==> src/rtl/core/pcd_pkg.sv <==
`timescale 1ns / 1ps
`default_nettype none

package pcd_pkg;

  // class code shown when the waiting stack holds nothing
  localparam logic [1:0] EMPTY_CLASS = 2'd3;
  // last server class visited by the arrival sequence
  localparam logic [1:0] LAST_CLASS  = 2'd2;
  localparam logic [1:0] FIRST_CLASS = 2'd0;

  // opcode field codes
  localparam logic OP_TICK   = 1'b0;
  localparam logic OP_ARRIVE = 1'b1;

  // commands from the controller to the datapath
  typedef struct packed {
    logic       latch;     // capture the arriving item, clear drop flag
    logic       pop;       // move stack top into the server of cls
    logic       load_top;  // refresh cached top from the ram read port
    logic       push;      // place the arriving task if it belongs to cls
    logic       tick;      // count every busy server down by one
    logic [1:0] cls;       // class currently visited
  } dp_cmd_t;

  // status from the datapath to the controller
  typedef struct packed {
    logic pop_hit;         // top is of class cls and that server is idle
  } dp_status_t;

endpackage

`default_nettype wire

==> src/rtl/core/pcd_ram.sv <==
`timescale 1ns / 1ps
`default_nettype none

module pcd_ram #(
  parameter int unsigned WIDTH = 10,
  parameter int unsigned DEPTH = 16
) (
  input  wire logic                                        clk_i,
  input  wire logic                                        we_i,
  input  wire logic [(DEPTH > 1 ? $clog2(DEPTH) : 1)-1:0]  waddr_i,
  input  wire logic [WIDTH-1:0]                            wdata_i,
  input  wire logic [(DEPTH > 1 ? $clog2(DEPTH) : 1)-1:0]  raddr_i,
  output logic      [WIDTH-1:0]                            rdata_o
);

  logic [WIDTH-1:0] mem_q [DEPTH];
  logic [WIDTH-1:0] rdata_q;

  always_ff @(posedge clk_i) begin
    if (we_i) begin
      mem_q[waddr_i] <= wdata_i;
    end
    rdata_q <= mem_q[raddr_i];
  end

  assign rdata_o = rdata_q;

endmodule

`default_nettype wire

==> src/rtl/core/pcd_ctrl.sv <==
`timescale 1ns / 1ps
`default_nettype none

module pcd_ctrl (
  input  wire logic                clk_i,
  input  wire logic                rst_ni,
  input  wire logic                start,
  input  wire logic                opcode_i,
  input  wire pcd_pkg::dp_status_t stat_i,
  output pcd_pkg::dp_cmd_t         cmd_o,
  output logic                     busy,
  output logic                     done_o
);

  import pcd_pkg::*;

  typedef enum logic [2:0] {
    ST_IDLE,
    ST_POP,
    ST_FETCH,
    ST_PUSH,
    ST_FINISH
  } state_e;

  state_e     state_q, state_d;
  logic [1:0] cls_q, cls_d;
  logic       done_q;

  always_comb begin
    state_d   = state_q;
    cls_d     = cls_q;
    cmd_o     = '0;
    cmd_o.cls = cls_q;
    case (state_q)
      ST_IDLE: begin
        if (start) begin
          cmd_o.latch = 1'b1;
          cls_d       = FIRST_CLASS;
          state_d     = (opcode_i == OP_ARRIVE) ? ST_POP : ST_FINISH;
        end
      end
      ST_POP: begin
        if (stat_i.pop_hit) begin
          cmd_o.pop = 1'b1;
          state_d   = ST_FETCH;
        end else begin
          state_d = ST_PUSH;
        end
      end
      ST_FETCH: begin
        cmd_o.load_top = 1'b1;
        state_d        = ST_PUSH;
      end
      ST_PUSH: begin
        cmd_o.push = 1'b1;
        if (cls_q == LAST_CLASS) begin
          state_d = ST_FINISH;
        end else begin
          cls_d   = cls_q + 2'd1;
          state_d = ST_POP;
        end
      end
      ST_FINISH: begin
        cmd_o.tick = 1'b1;
        state_d    = ST_IDLE;
      end
      default: begin
        state_d = ST_IDLE;
      end
    endcase
  end

  always_ff @(posedge clk_i or negedge rst_ni) begin
    if (!rst_ni) begin
      state_q <= ST_IDLE;
      cls_q   <= FIRST_CLASS;
      done_q  <= 1'b0;
    end else begin
      state_q <= state_d;
      cls_q   <= cls_d;
      done_q  <= (state_q == ST_FINISH);
    end
  end

  assign busy   = (state_q != ST_IDLE);
  assign done_o = done_q;

endmodule

`default_nettype wire

==> src/rtl/core/pcd_datapath.sv <==
`timescale 1ns / 1ps
`default_nettype none

module pcd_datapath #(
  parameter int unsigned STACK_DEPTH = 16,
  parameter int unsigned LENGTH_BITS = 8
) (
  input  wire logic             clk_i,
  input  wire logic             rst_ni,
  input  wire pcd_pkg::dp_cmd_t cmd_i,
  output pcd_pkg::dp_status_t   stat_o,
  input  wire logic [1:0]       task_class_i,
  input  wire logic [7:0]       task_length_i,
  output logic      [7:0]       server0_left_o,
  output logic      [7:0]       server1_left_o,
  output logic      [7:0]       server2_left_o,
  output logic      [4:0]       waiting_count_o,
  output logic      [1:0]       top_class_o,
  output logic                  dropped_o
);

  import pcd_pkg::*;

  localparam int unsigned LB = LENGTH_BITS;
  localparam int unsigned AW = (STACK_DEPTH > 1) ? $clog2(STACK_DEPTH) : 1;
  localparam int unsigned LW = $clog2(STACK_DEPTH + 1);
  localparam int unsigned EW = (LB > 8) ? LB : 8;
  localparam int unsigned CW = (LW > 5) ? LW : 5;
  localparam int unsigned NS = 3;

  logic [LB-1:0] rem_q [NS];
  logic [LB-1:0] rem_d [NS];
  logic [LW-1:0] level_q, level_d;
  logic          lost_q, lost_d;
  logic [1:0]    top_cls_q, top_cls_d;
  logic [LB-1:0] top_len_q, top_len_d;
  logic [1:0]    in_cls_q;
  logic [LB-1:0] in_len_q;

  logic [EW-1:0] len_wide;
  logic [LB-1:0] in_len;
  logic          sel_idle;
  logic          full;
  logic          we;
  logic [LB+1:0] rd_data;
  logic [AW-1:0] waddr;
  logic [AW-1:0] raddr;
  logic [LW-1:0] below_top;
  logic [EW-1:0] rem_wide [NS];
  logic [CW-1:0] level_wide;

  // task_length is fixed at 8 bits, the stored length follows LENGTH_BITS
  assign len_wide = EW'(task_length_i);
  assign in_len   = len_wide[LB-1:0];

  always_comb begin
    sel_idle = 1'b0;
    for (int k = 0; k < NS; k++) begin
      if (cmd_i.cls == 2'(k)) begin
        sel_idle = (rem_q[k] == '0);
      end
    end
  end

  assign full           = (level_q == LW'(STACK_DEPTH));
  assign stat_o.pop_hit = (level_q != '0) && (top_cls_q == cmd_i.cls) && sel_idle;

  // entry under the top becomes the new top after a pop
  assign below_top = level_q - LW'(2);
  assign raddr     = below_top[AW-1:0];
  assign waddr     = level_q[AW-1:0];

  always_comb begin
    rem_d     = rem_q;
    level_d   = level_q;
    lost_d    = lost_q;
    top_cls_d = top_cls_q;
    top_len_d = top_len_q;
    we        = 1'b0;
    if (cmd_i.latch) begin
      lost_d = 1'b0;
    end
    if (cmd_i.pop) begin
      for (int k = 0; k < NS; k++) begin
        if (cmd_i.cls == 2'(k)) begin
          rem_d[k] = top_len_q;
        end
      end
      level_d = level_q - LW'(1);
    end
    if (cmd_i.load_top) begin
      top_cls_d = rd_data[LB+1:LB];
      top_len_d = rd_data[LB-1:0];
    end
    if (cmd_i.push && (in_cls_q == cmd_i.cls)) begin
      if (sel_idle) begin
        for (int k = 0; k < NS; k++) begin
          if (cmd_i.cls == 2'(k)) begin
            rem_d[k] = in_len_q;
          end
        end
      end else if (!full) begin
        we        = 1'b1;
        top_cls_d = in_cls_q;
        top_len_d = in_len_q;
        level_d   = level_q + LW'(1);
      end else begin
        lost_d = 1'b1;
      end
    end
    if (cmd_i.tick) begin
      for (int k = 0; k < NS; k++) begin
        if (rem_q[k] != '0) begin
          rem_d[k] = rem_q[k] - LB'(1);
        end
      end
    end
  end

  always_ff @(posedge clk_i or negedge rst_ni) begin
    if (!rst_ni) begin
      for (int k = 0; k < NS; k++) begin
        rem_q[k] <= '0;
      end
      level_q <= '0;
      lost_q  <= 1'b0;
    end else begin
      rem_q   <= rem_d;
      level_q <= level_d;
      lost_q  <= lost_d;
    end
  end

  always_ff @(posedge clk_i) begin
    top_cls_q <= top_cls_d;
    top_len_q <= top_len_d;
    if (cmd_i.latch) begin
      in_cls_q <= task_class_i;
      in_len_q <= in_len;
    end
  end

  pcd_ram #(
    .WIDTH (LB + 2),
    .DEPTH (STACK_DEPTH)
  ) u_stack (
    .clk_i   (clk_i),
    .we_i    (we),
    .waddr_i (waddr),
    .wdata_i ({in_cls_q, in_len_q}),
    .raddr_i (raddr),
    .rdata_o (rd_data)
  );

  always_comb begin
    for (int k = 0; k < NS; k++) begin
      rem_wide[k] = EW'(rem_q[k]);
    end
  end

  assign level_wide      = CW'(level_q);
  assign server0_left_o  = rem_wide[0][7:0];
  assign server1_left_o  = rem_wide[1][7:0];
  assign server2_left_o  = rem_wide[2][7:0];
  assign waiting_count_o = level_wide[4:0];
  assign top_class_o     = (level_q != '0) ? top_cls_q : EMPTY_CLASS;
  assign dropped_o       = lost_q;

endmodule

`default_nettype wire

==> src/rtl/core/priority_class_dispatcher_top.sv <==
`timescale 1ns / 1ps
`default_nettype none

// channel   direction  handshake        payload
// command   in         start, busy      opcode_i, task_class_i, task_length_i
// result    out        done_o strobe    server0..2_left_o, waiting_count_o,
//                                       top_class_o, dropped_o
//
// a tick-only item passes only the finish state; an arrival has the class sequencer
// visit classes 0..2 one after another with a pop check, a top refetch after each pop
// (the stack ram read is registered) and a push check per class, then the finish state
// result fields are valid only in the done_o cycle; the next start may be taken
// in that same cycle, and the receiver cannot stall
// reset clears the servers, the stack level and the controller; stack entries
// are not cleared and only entries below the level are ever used

module priority_class_dispatcher_top #(
  parameter int unsigned STACK_DEPTH = 16,
  parameter int unsigned LENGTH_BITS = 8
) (
  input  wire logic       clk_i,
  input  wire logic       rst_ni,
  input  wire logic       start,
  output logic            busy,
  input  wire logic       opcode_i,
  input  wire logic [1:0] task_class_i,
  input  wire logic [7:0] task_length_i,
  output logic            done_o,
  output logic      [7:0] server0_left_o,
  output logic      [7:0] server1_left_o,
  output logic      [7:0] server2_left_o,
  output logic      [4:0] waiting_count_o,
  output logic      [1:0] top_class_o,
  output logic            dropped_o
);

  import pcd_pkg::*;

  // command and status between sequencer and datapath
  dp_cmd_t    cmd;
  dp_status_t stat;

  // sequencer: for arrivals pop check, optional top refetch, push check per class; then tick
  pcd_ctrl u_ctrl (
    .clk_i    (clk_i),
    .rst_ni   (rst_ni),
    .start    (start),
    .opcode_i (opcode_i),
    .stat_i   (stat),
    .cmd_o    (cmd),
    .busy     (busy),
    .done_o   (done_o)
  );

  // servers, waiting stack with cached top entry, result fields
  pcd_datapath #(
    .STACK_DEPTH (STACK_DEPTH),
    .LENGTH_BITS (LENGTH_BITS)
  ) u_dp (
    .clk_i           (clk_i),
    .rst_ni          (rst_ni),
    .cmd_i           (cmd),
    .stat_o          (stat),
    .task_class_i    (task_class_i),
    .task_length_i   (task_length_i),
    .server0_left_o  (server0_left_o),
    .server1_left_o  (server1_left_o),
    .server2_left_o  (server2_left_o),
    .waiting_count_o (waiting_count_o),
    .top_class_o     (top_class_o),
    .dropped_o       (dropped_o)
  );

`ifndef ASSERT_OFF
  // a result strobe comes only once the sequencer is back at rest
  a_done_idle: assert property (@(posedge clk_i) disable iff (!rst_ni)
    done_o |-> !busy) else $error("result strobe while busy");

  // an accepted command always occupies the sequencer
  a_accept_busy: assert property (@(posedge clk_i) disable iff (!rst_ni)
    (start && !busy) |=> busy) else $error("accepted command left no work");

  // a pop is only issued when the datapath reports a matching idle server
  a_pop_hit: assert property (@(posedge clk_i) disable iff (!rst_ni)
    cmd.pop |-> stat.pop_hit) else $error("pop without matching top");

  // one result per command: the strobe is a single pulse and never repeats
  a_done_pulse: assert property (@(posedge clk_i) disable iff (!rst_ni)
    done_o |=> !done_o) else $error("result strobe repeated");
`endif

endmodule

`default_nettype wire
==> config.mk <==
export PLATFORM = sky130hd
export DESIGN_NAME = priority_class_dispatcher_top
export DESIGN_NICKNAME = d
export VERILOG_FILES = /design/src/rtl/core/pcd_pkg.sv /design/src/rtl/core/pcd_ram.sv /design/src/rtl/core/pcd_ctrl.sv /design/src/rtl/core/pcd_datapath.sv /design/src/rtl/core/priority_class_dispatcher_top.sv
export SDC_FILE = /design/constraint.sdc
export NUM_CORES = 1
export LEC_CHECK = 0
export BUFFER_PORTS_ARGS = -buffer_cell sky130_fd_sc_hd__buf_2
export CAP_MARGIN = 20
export CORE_MARGIN = 2
export CORE_UTILIZATION = 35
export DETAILED_ROUTE_END_ITERATION = 8
export PLACE_DENSITY = 0.49
export SYNTH_ARGS = -nofsm -noshare
export SYNTH_HDL_FRONTEND = slang
export SYNTH_HIERARCHICAL = 1
export SYNTH_SLANG_ARGS = --single-unit
==> constraint.sdc <==
create_clock -name clk_i -period 5.4 [get_ports clk_i]
set_clock_uncertainty 0.2 [all_clocks]
set_input_delay 0.27 -clock clk_i [delete_from_list [all_inputs] [get_ports clk_i]]
set_output_delay 0.27 -clock clk_i [all_outputs]
set_load 0.02 [all_outputs]
==> results of run 1 <==
cells by family (layout without fill, tap and decap cells):
kind of cell | after synthesis | in the layout | share of synthesized area (%)
and+or+nand+nor | 132 | 132 | 7.37
xor gates and xnor gates | 25 | 25 | 2.38
muxes | 102 | 102 | 16.2
adders and majority gates | 10 | 10 | 1.27
AOI/OAI and AO/OA | 77 | 77 | 5.19
buffers and inverters | 42 | 135 | 2.32
DFF | 226 | 226 | 65.2
layer usage:
layer  vias up  GRT usage [%]
met5         -              0
met4         0           4.61
met3        39           2.44
met2       124           26.4
met1      2935           24.3
li1       2553              -
worst max-delay path, delay by kind of cell, from the launching register on:
kind	cells	cell delay, ns
AOI/OAI and AO/OA	1	0.18
adders and majority gates	1	0.21
buffers and inverters	2	0.33
DFF	1	0.42
muxes	2	0.69
and+or+nand+nor	6	2.07
power breakdown:
group          internal (mW)  leakage (nW)  switching, mW
clock network           1.14         0.429          0.684
registers               2.13          2.15          0.384
logic                  0.844          1.52           1.12
total                   4.12          4.10           2.18
sequential cells by signal (all words and copies together) (netlist names):
| register | flops |
|---|---|
| u_ctrl/cls_q | 2 |
| u_dp/waiting_count_o | 5 |
| u_dp/server0_left_o | 8 |
| u_dp/server2_left_o | 8 |
| u_ctrl/done_o | 1 |
| u_dp/dropped_o | 1 |
| u_dp/u_stack/rdata_o | 10 |
| u_ctrl/state_q | 3 |
| u_dp/u_stack/mem_q | 160 |
| u_dp/in_cls_q | 2 |
| u_dp/server1_left_o | 8 |
| u_dp/top_cls_q | 2 |
| u_dp/in_len_q | 8 |
| u_dp/top_len_q | 8 |
final cells by class:
| class | instances | area [µm²] |
|---|---|---|
| clock buffer | 30 | 644 |
| clock inverter | 16 | 250 |
| fill | 2505 | 16200 |
| inverter | 13 | 48.8 |
| multi-input combinational | 346 | 3200 |
| sequential | 226 | 6410 |
| tap | 378 | 473 |
| timing repair buffer | 76 | 488 |
cell usage in the layout, fill, tap and decap left out, types with 5 or more instances in the layout:
cell type / instances
sky130_fd_sc_hd__clkbuf_16: 25
sky130_fd_sc_hd__a22oi_1: 21
sky130_fd_sc_hd__nor3b_1: 5
sky130_fd_sc_hd__nor3_1: 11
sky130_fd_sc_hd__buf_2: 47
sky130_fd_sc_hd__nor2_1: 28
sky130_fd_sc_hd__mux4_2: 28
sky130_fd_sc_hd__xor2_1: 10
sky130_fd_sc_hd__clkbuf_1: 5
sky130_fd_sc_hd__o21ai_0: 30
sky130_fd_sc_hd__nand2_1: 39
sky130_fd_sc_hd__mux4_1: 12
sky130_fd_sc_hd__nand3b_1: 6
sky130_fd_sc_hd__bufinv_16: 6
sky130_fd_sc_hd__edfxtp_1: 170
sky130_fd_sc_hd__buf_4: 15
sky130_fd_sc_hd__mux2_2: 16
sky130_fd_sc_hd__ha_1: 10
sky130_fd_sc_hd__dlygate4sd3_1: 14
sky130_fd_sc_hd__a21oi_1: 6
sky130_fd_sc_hd__xnor2_1: 13
sky130_fd_sc_hd__inv_1: 13
sky130_fd_sc_hd__nand3_1: 5
sky130_fd_sc_hd__dfxtp_1: 20
sky130_fd_sc_hd__mux2i_1: 44
sky130_fd_sc_hd__o211ai_1: 7
sky130_fd_sc_hd__dfrtp_1: 35
per-stage QoR:
step	hold WS, ns	worst slack, ns
3_3_place_gp	0.233	1.35
5_1_grt	0.238	0.981
3_5_place_dp	0.241	1.21
2_1_floorplan	-0.226	1.39
4_1_cts	0.213	1.18
6_report	0.190	1.19
how the worst max path moves through the flow:
stage / cells past startpoint / slack (ns) / start / to
finish: 12 / 1.19 / u_dp/server2_left_o[0] / u_dp/server2_left_o[3]
global route: 12 / 0.98 / u_dp/server2_left_o[0] / u_dp/server2_left_o[3]
CTS: 12 / 1.18 / u_dp/server2_left_o[0] / u_dp/server2_left_o[3]
detailed placement: 12 / 1.21 / u_dp/server2_left_o[0] / u_dp/server2_left_o[3]
global placement: 12 / 1.35 / u_dp/server2_left_o[0] / u_dp/server2_left_o[3]
floorplan: 13 / 1.39 / u_dp/server2_left_o[0] / u_dp/server0_left_o[0]
==> flow_metrics.env, run 1 <==
export IMPL_outcome="complete, no violations"
export IMPL_antennaDiodeCount=0
export IMPL_grt_overflow_total=0
export IMPL_post_drt_via_cell_ratio=5.21
export IMPL_ys_seq_area_share_pct=65.2
export IMPL_setup_violations_final=0
export IMPL_grt_setup_unrepaired="false"
export IMPL_timing_critical_path_fanout_max=9
export IMPL_cts_hold_repair_buffers=14
export IMPL_synthToLayoutAreaGrowth_pct=17.2
export IMPL_reg2reg_setup_slack_ns=1.19
export IMPL_finalCoreUtilization_pct=41.5
export IMPL_synth_enable_flop_cells=170
export IMPL_worst_r2r_path_depth=12
export IMPL_gp_congestion=0.806
export IMPL_number_of_gates_resized_after_cts=0
export IMPL_arrival_ns=4.42
export IMPL_global_route_wire_length_before_repair_mm=36.0
export IMPL_worstSetupEndpointType="flip-flop"
export IMPL_power_mw=6.31
export IMPL_final_antenna_net_count=0
export IMPL_p_leak_nw=4.10
export IMPL_cts_max_level=1
export IMPL_cts_reportedPaths_clkPinSlew_ns=0.06
export IMPL_yosysTopAreaCellShare_pct=52.0
export IMPL_ys_flop_type="sky130_fd_sc_hd__edfxtp_1"
export IMPL_tritoncts_num_buffers=25
export IMPL_max_slew_margin_rel_pct=27.3
export IMPL_yosysTopAreaCell="sky130_fd_sc_hd__edfxtp_1"
export IMPL_worstSetupStartpointType="flip-flop"
export IMPL_drt_met1_wl_mm=11.1
export IMPL_clk_latency_ns=0.54
export IMPL_netlist_top_cells_count="sky130_fd_sc_hd__edfxtp_1, sky130_fd_sc_hd__mux2i_1, sky130_fd_sc_hd__nand2_1"
export IMPL_slew_viol_final=0
export IMPL_placed_area_um2=10500
export IMPL_crit_chain="inv_1 > ha_1 > or4b_4 > and4bb_4 > nor3_1 > nor4_1 > nor4bb_1 > buf_4 > nand3b_1 > mux2_2 > mux2_1 > a21o_1"
export IMPL_dieHeight_um=171
export IMPL_final_hold_viol_count=0
export IMPL_fin_area_um2=11500
export IMPL_detail_route_iter0_violations=474
export IMPL_layout_min_cycle_time_ns=4.21
export IMPL_p_per_area_nw_per_um2=548
export IMPL_fin_cells=1085
export IMPL_yosys_register_bits=226
export IMPL_tritoncts="done"
export IMPL_buffers_from_clock_root_to_sink_at_most=3
export IMPL_layout_worst_path_cycle_share_pct=77.9
export IMPL_core_rowCount=61
export IMPL_critical_path_class="flip-flop to flip-flop"
export IMPL_critical_path_max_stage_delay_ns=0.52
export IMPL_yosys_warnings=6
export IMPL_fmax_mhz=238
export IMPL_slew_at_the_pin_closest_to_its_max_slew_limit_ns=1.09
export IMPL_r2r_end="u_dp/server2_left_o[3]"
export IMPL_worst_r2r_startpoint="u_dp/server2_left_o[0]"
export IMPL_dp_hpwl_mm=14.7
export IMPL_worstPathRequired_ns=5.62
export IMPL_finalSetupTns_ns=0
export IMPL_layout_drive_gt1_share_pct=22.6
export IMPL_antenna_found_initial=1
export IMPL_synth_cell_type_count=63
export IMPL_detail_route_wl_per_cell_um=22.3
export IMPL_grt_max_degree=53
export IMPL_drc_errors=0
export IMPL_postSynth_asyncResetShare_pct=15.9
export IMPL_hp_class="primary input to async pin"
export IMPL_grt_total_usage_pct=16.8
export IMPL_layout_nets=712
export IMPL_cp_slowest_cell="sky130_fd_sc_hd__or4b_4"
export IMPL_start_util_pct=35.4
export IMPL_dp_cells=1023
export IMPL_highest_signal_layer="met4"
export IMPL_post_synth_inst_count=614
export IMPL_core_area_um2=27700
export IMPL_detailroute_via_count=5651
export IMPL_met3_wirelength_mm=1.12
export IMPL_detailroute_wirelength_met2_mm=11.4
export IMPL_post_synth_instance_area_um2=9820
export IMPL_ios=48
export IMPL_port_buffer_count=47
export IMPL_max_capacitance_violation_total=0
export IMPL_via_count_of_the_first_global_routing_pass=5637
export IMPL_die_w_um=171
export IMPL_vdd_ir_drop_worst_mv=0.285
export IMPL_post_cts_buffers=0
export IMPL_synth_area_per_cell_um2=16.0
export IMPL_top_area_cells_in_the_synthesized_netlist="sky130_fd_sc_hd__edfxtp_1, sky130_fd_sc_hd__dfrtp_1, sky130_fd_sc_hd__mux4_2"
export IMPL_drt_pre_antenna_iters=5
export IMPL_post_synth_top_count_cell="sky130_fd_sc_hd__edfxtp_1"
export IMPL_die_area_um2=29400
export IMPL_detail_route_wirelength_mm=24.2
export IMPL_cts_root_buf="sky130_fd_sc_hd__clkbuf_16"
export IMPL_mappedNetlistNets=638
export IMPL_cts_sinks=226
Power figures use the tool's default switching activity.
==> run 2, diff against run 1 <==
- clock period: 5.4 -> 4.3 ns (I/O delays scaled with it)
==> flow_metrics.env, run 2 (synthesis results as in run 1) <==
export IMPL_r2r_end="u_dp/server0_left_o[0]"
export IMPL_vdd_ir_drop_worst_mv=0.439
export IMPL_layout_nets=728
export IMPL_outcome="complete, no violations"
export IMPL_worst_r2r_path_depth=13
export IMPL_dieHeight_um=171
export IMPL_fmax_mhz=252
export IMPL_fin_area_um2=11700
export IMPL_p_per_area_nw_per_um2=684
export IMPL_layout_commonest_cell="sky130_fd_sc_hd__edfxtp_1"
export IMPL_die_w_um=171
export IMPL_via_count_of_the_first_global_routing_pass=5888
export IMPL_worstSetupEndpointType="flip-flop"
export IMPL_global_route_wire_length_before_repair_mm=36.2
export IMPL_start_util_pct=35.4
export IMPL_core_area_um2=27700
export IMPL_layout_worst_path_cycle_share_pct=92.1
export IMPL_critical_path_class="flip-flop to flip-flop"
export IMPL_worstSetupStartpointType="flip-flop"
export IMPL_antennaDiodeCount=0
export IMPL_die_area_um2=29400
export IMPL_placed_area_um2=10600
export IMPL_timing_critical_path_fanout_max=8
export IMPL_ios=48
export IMPL_largest_reg_flops=160
export IMPL_tritoncts_num_buffers=26
export IMPL_drt_pre_antenna_iters=5
export IMPL_buffers_from_clock_root_to_sink_at_most=3
export IMPL_cts_reportedPaths_clkPinSlew_ns=0.06
export IMPL_detailroute_via_count=5710
export IMPL_layout_cells_most_common_list="sky130_fd_sc_hd__edfxtp_1, sky130_fd_sc_hd__buf_2, sky130_fd_sc_hd__mux2i_1"
export IMPL_dp_hpwl_mm=14.7
export IMPL_setup_violations_final=0
export IMPL_slew_at_the_pin_closest_to_its_max_slew_limit_ns=1.05
export IMPL_arrival_ns=4.15
export IMPL_grt_setup_unrepaired="false"
export IMPL_worst_r2r_startpoint="u_dp/server2_left_o[0]"
export IMPL_detail_route_iter0_violations=411
export IMPL_post_cts_buffers=0
export IMPL_port_buffer_count=47
export IMPL_worstPathRequired_ns=4.49
export IMPL_cts_max_level=1
export IMPL_power_mw=7.97
export IMPL_core_rowCount=61
export IMPL_max_slew_margin_rel_pct=29.8
export IMPL_detail_route_wirelength_mm=23.9
export IMPL_clk_latency_ns=0.53
export IMPL_registers_top_by_ff_count="u_dp/u_stack/mem_q"
export IMPL_max_capacitance_violation_total=0
export IMPL_grt_total_usage_pct=16.7
export IMPL_tritoncts="done"
export IMPL_final_antenna_net_count=0
export IMPL_finalSetupTns_ns=0
export IMPL_antenna_found_initial=0
export IMPL_reg2reg_setup_slack_ns=0.34
export IMPL_hp_class="primary input to async pin"
export IMPL_slew_viol_final=0
export IMPL_cts_root_buf="sky130_fd_sc_hd__clkbuf_16"
export IMPL_layout_min_cycle_time_ns=3.96
export IMPL_dp_cells=1040
export IMPL_synthToLayoutAreaGrowth_pct=18.7
export IMPL_cts_sinks=226
export IMPL_drc_errors=0
export IMPL_final_hold_viol_count=0
export IMPL_grt_overflow_total=0
export IMPL_detail_route_wl_per_cell_um=21.7
export IMPL_post_drt_via_cell_ratio=5.18
export IMPL_fin_cells=1102
export IMPL_layout_drive_gt1_share_pct=24.4
export IMPL_gp_congestion=0.804
export IMPL_p_leak_nw=4.18
export IMPL_grt_max_degree=53
[run 2: cell types whose count changed in the layout (fill, tap and decap cells not counted), sizes merged]
cell | previous run | this run
inv | 14 | 13
clkinvlp | 2 | 3
clkbuf | 30 | 32
buf | 62 | 77
[run 2: final cells by class]
class / instances / area, µm²
Timing Repair Buffer: 91 / 601
Inverter: 13 / 48.8
Clock buffer: 32 / 673
Multi-Input combinational cell: 346 / 3200
Fill cell: 2488 / 16000
Sequential cell: 226 / 6410
Clock inverter: 16 / 249
Tap cell: 378 / 473
[run 2: what timing repair did]
item                       in CTS  in global routing
hold buffers                   14                  0
hold endpoints to repair       48                  0
setup endpoints to repair       0                  1
resized for setup               0                  1
[run 2: worst max-delay path, stage by stage, from the launching register on]
cell and delay, ns:
sky130_fd_sc_hd__dfrtp_1 0.41, sky130_fd_sc_hd__inv_1 0.11, sky130_fd_sc_hd__ha_1 0.21, sky130_fd_sc_hd__or4b_4 0.52, sky130_fd_sc_hd__and4bb_4 0.41, sky130_fd_sc_hd__nor3_1 0.07, sky130_fd_sc_hd__nor4_1 0.34, sky130_fd_sc_hd__nor4bb_2 0.39
sky130_fd_sc_hd__buf_4 0.19, sky130_fd_sc_hd__nor3b_1 0.18, sky130_fd_sc_hd__buf_4 0.22, sky130_fd_sc_hd__mux2_2 0.35, sky130_fd_sc_hd__o211ai_1 0.09, sky130_fd_sc_hd__o221ai_1 0.13
[run 2: where the power goes]
group	switching [mW]	total [mW]	internal (mW)
registers	0.454	3.13	2.68
logic	1.40	2.48	1.08
clock network	0.883	2.36	1.48
total	2.74	7.97	5.23
[run 2: how the worst max path moves through the flow]
| stage | start | to | slack, ns | cells after the start |
|---|---|---|---|---|
| after floorplan | u_dp/server2_left_o[0] | u_dp/server0_left_o[0] | 0.29 | 13 |
| after global placement | u_dp/server2_left_o[0] | u_dp/server0_left_o[0] | 0.39 | 13 |
| after detailed placement | u_dp/server2_left_o[0] | u_dp/server0_left_o[0] | 0.28 | 13 |
| after CTS | u_dp/server2_left_o[0] | u_dp/server0_left_o[0] | 0.26 | 13 |
| after global routing | u_dp/server2_left_o[0] | u_dp/server0_left_o[0] | 0.06 | 13 |
| final | u_dp/server2_left_o[0] | u_dp/server0_left_o[0] | 0.34 | 13 |
[run 2: per-layer routing]
layer | global-route usage [%] | wire, µm | vias to the layer above
li1 | - | - | 2586
met1 | 23.1 | 11000 | 2950
met2 | 26.8 | 11200 | 132
met3 | 2.90 | 1040 | 42
met4 | 5.53 | 633 | 0
met5 | 0 | 0 | -
[run 2: through the flow]
| stage | worst slack (ns) | util (%) | hold WS [ns] |
|---|---|---|---|
| floorplan | 0.294 | - | -0.281 |
| global placement | 0.393 | 38.2 | 0.170 |
| detailed placement | 0.279 | 38.2 | 0.193 |
| CTS | 0.264 | 42.0 | 0.170 |
| global route | 0.0620 | 42.1 | 0.179 |
| finish | 0.339 | 42.1 | 0.140 |
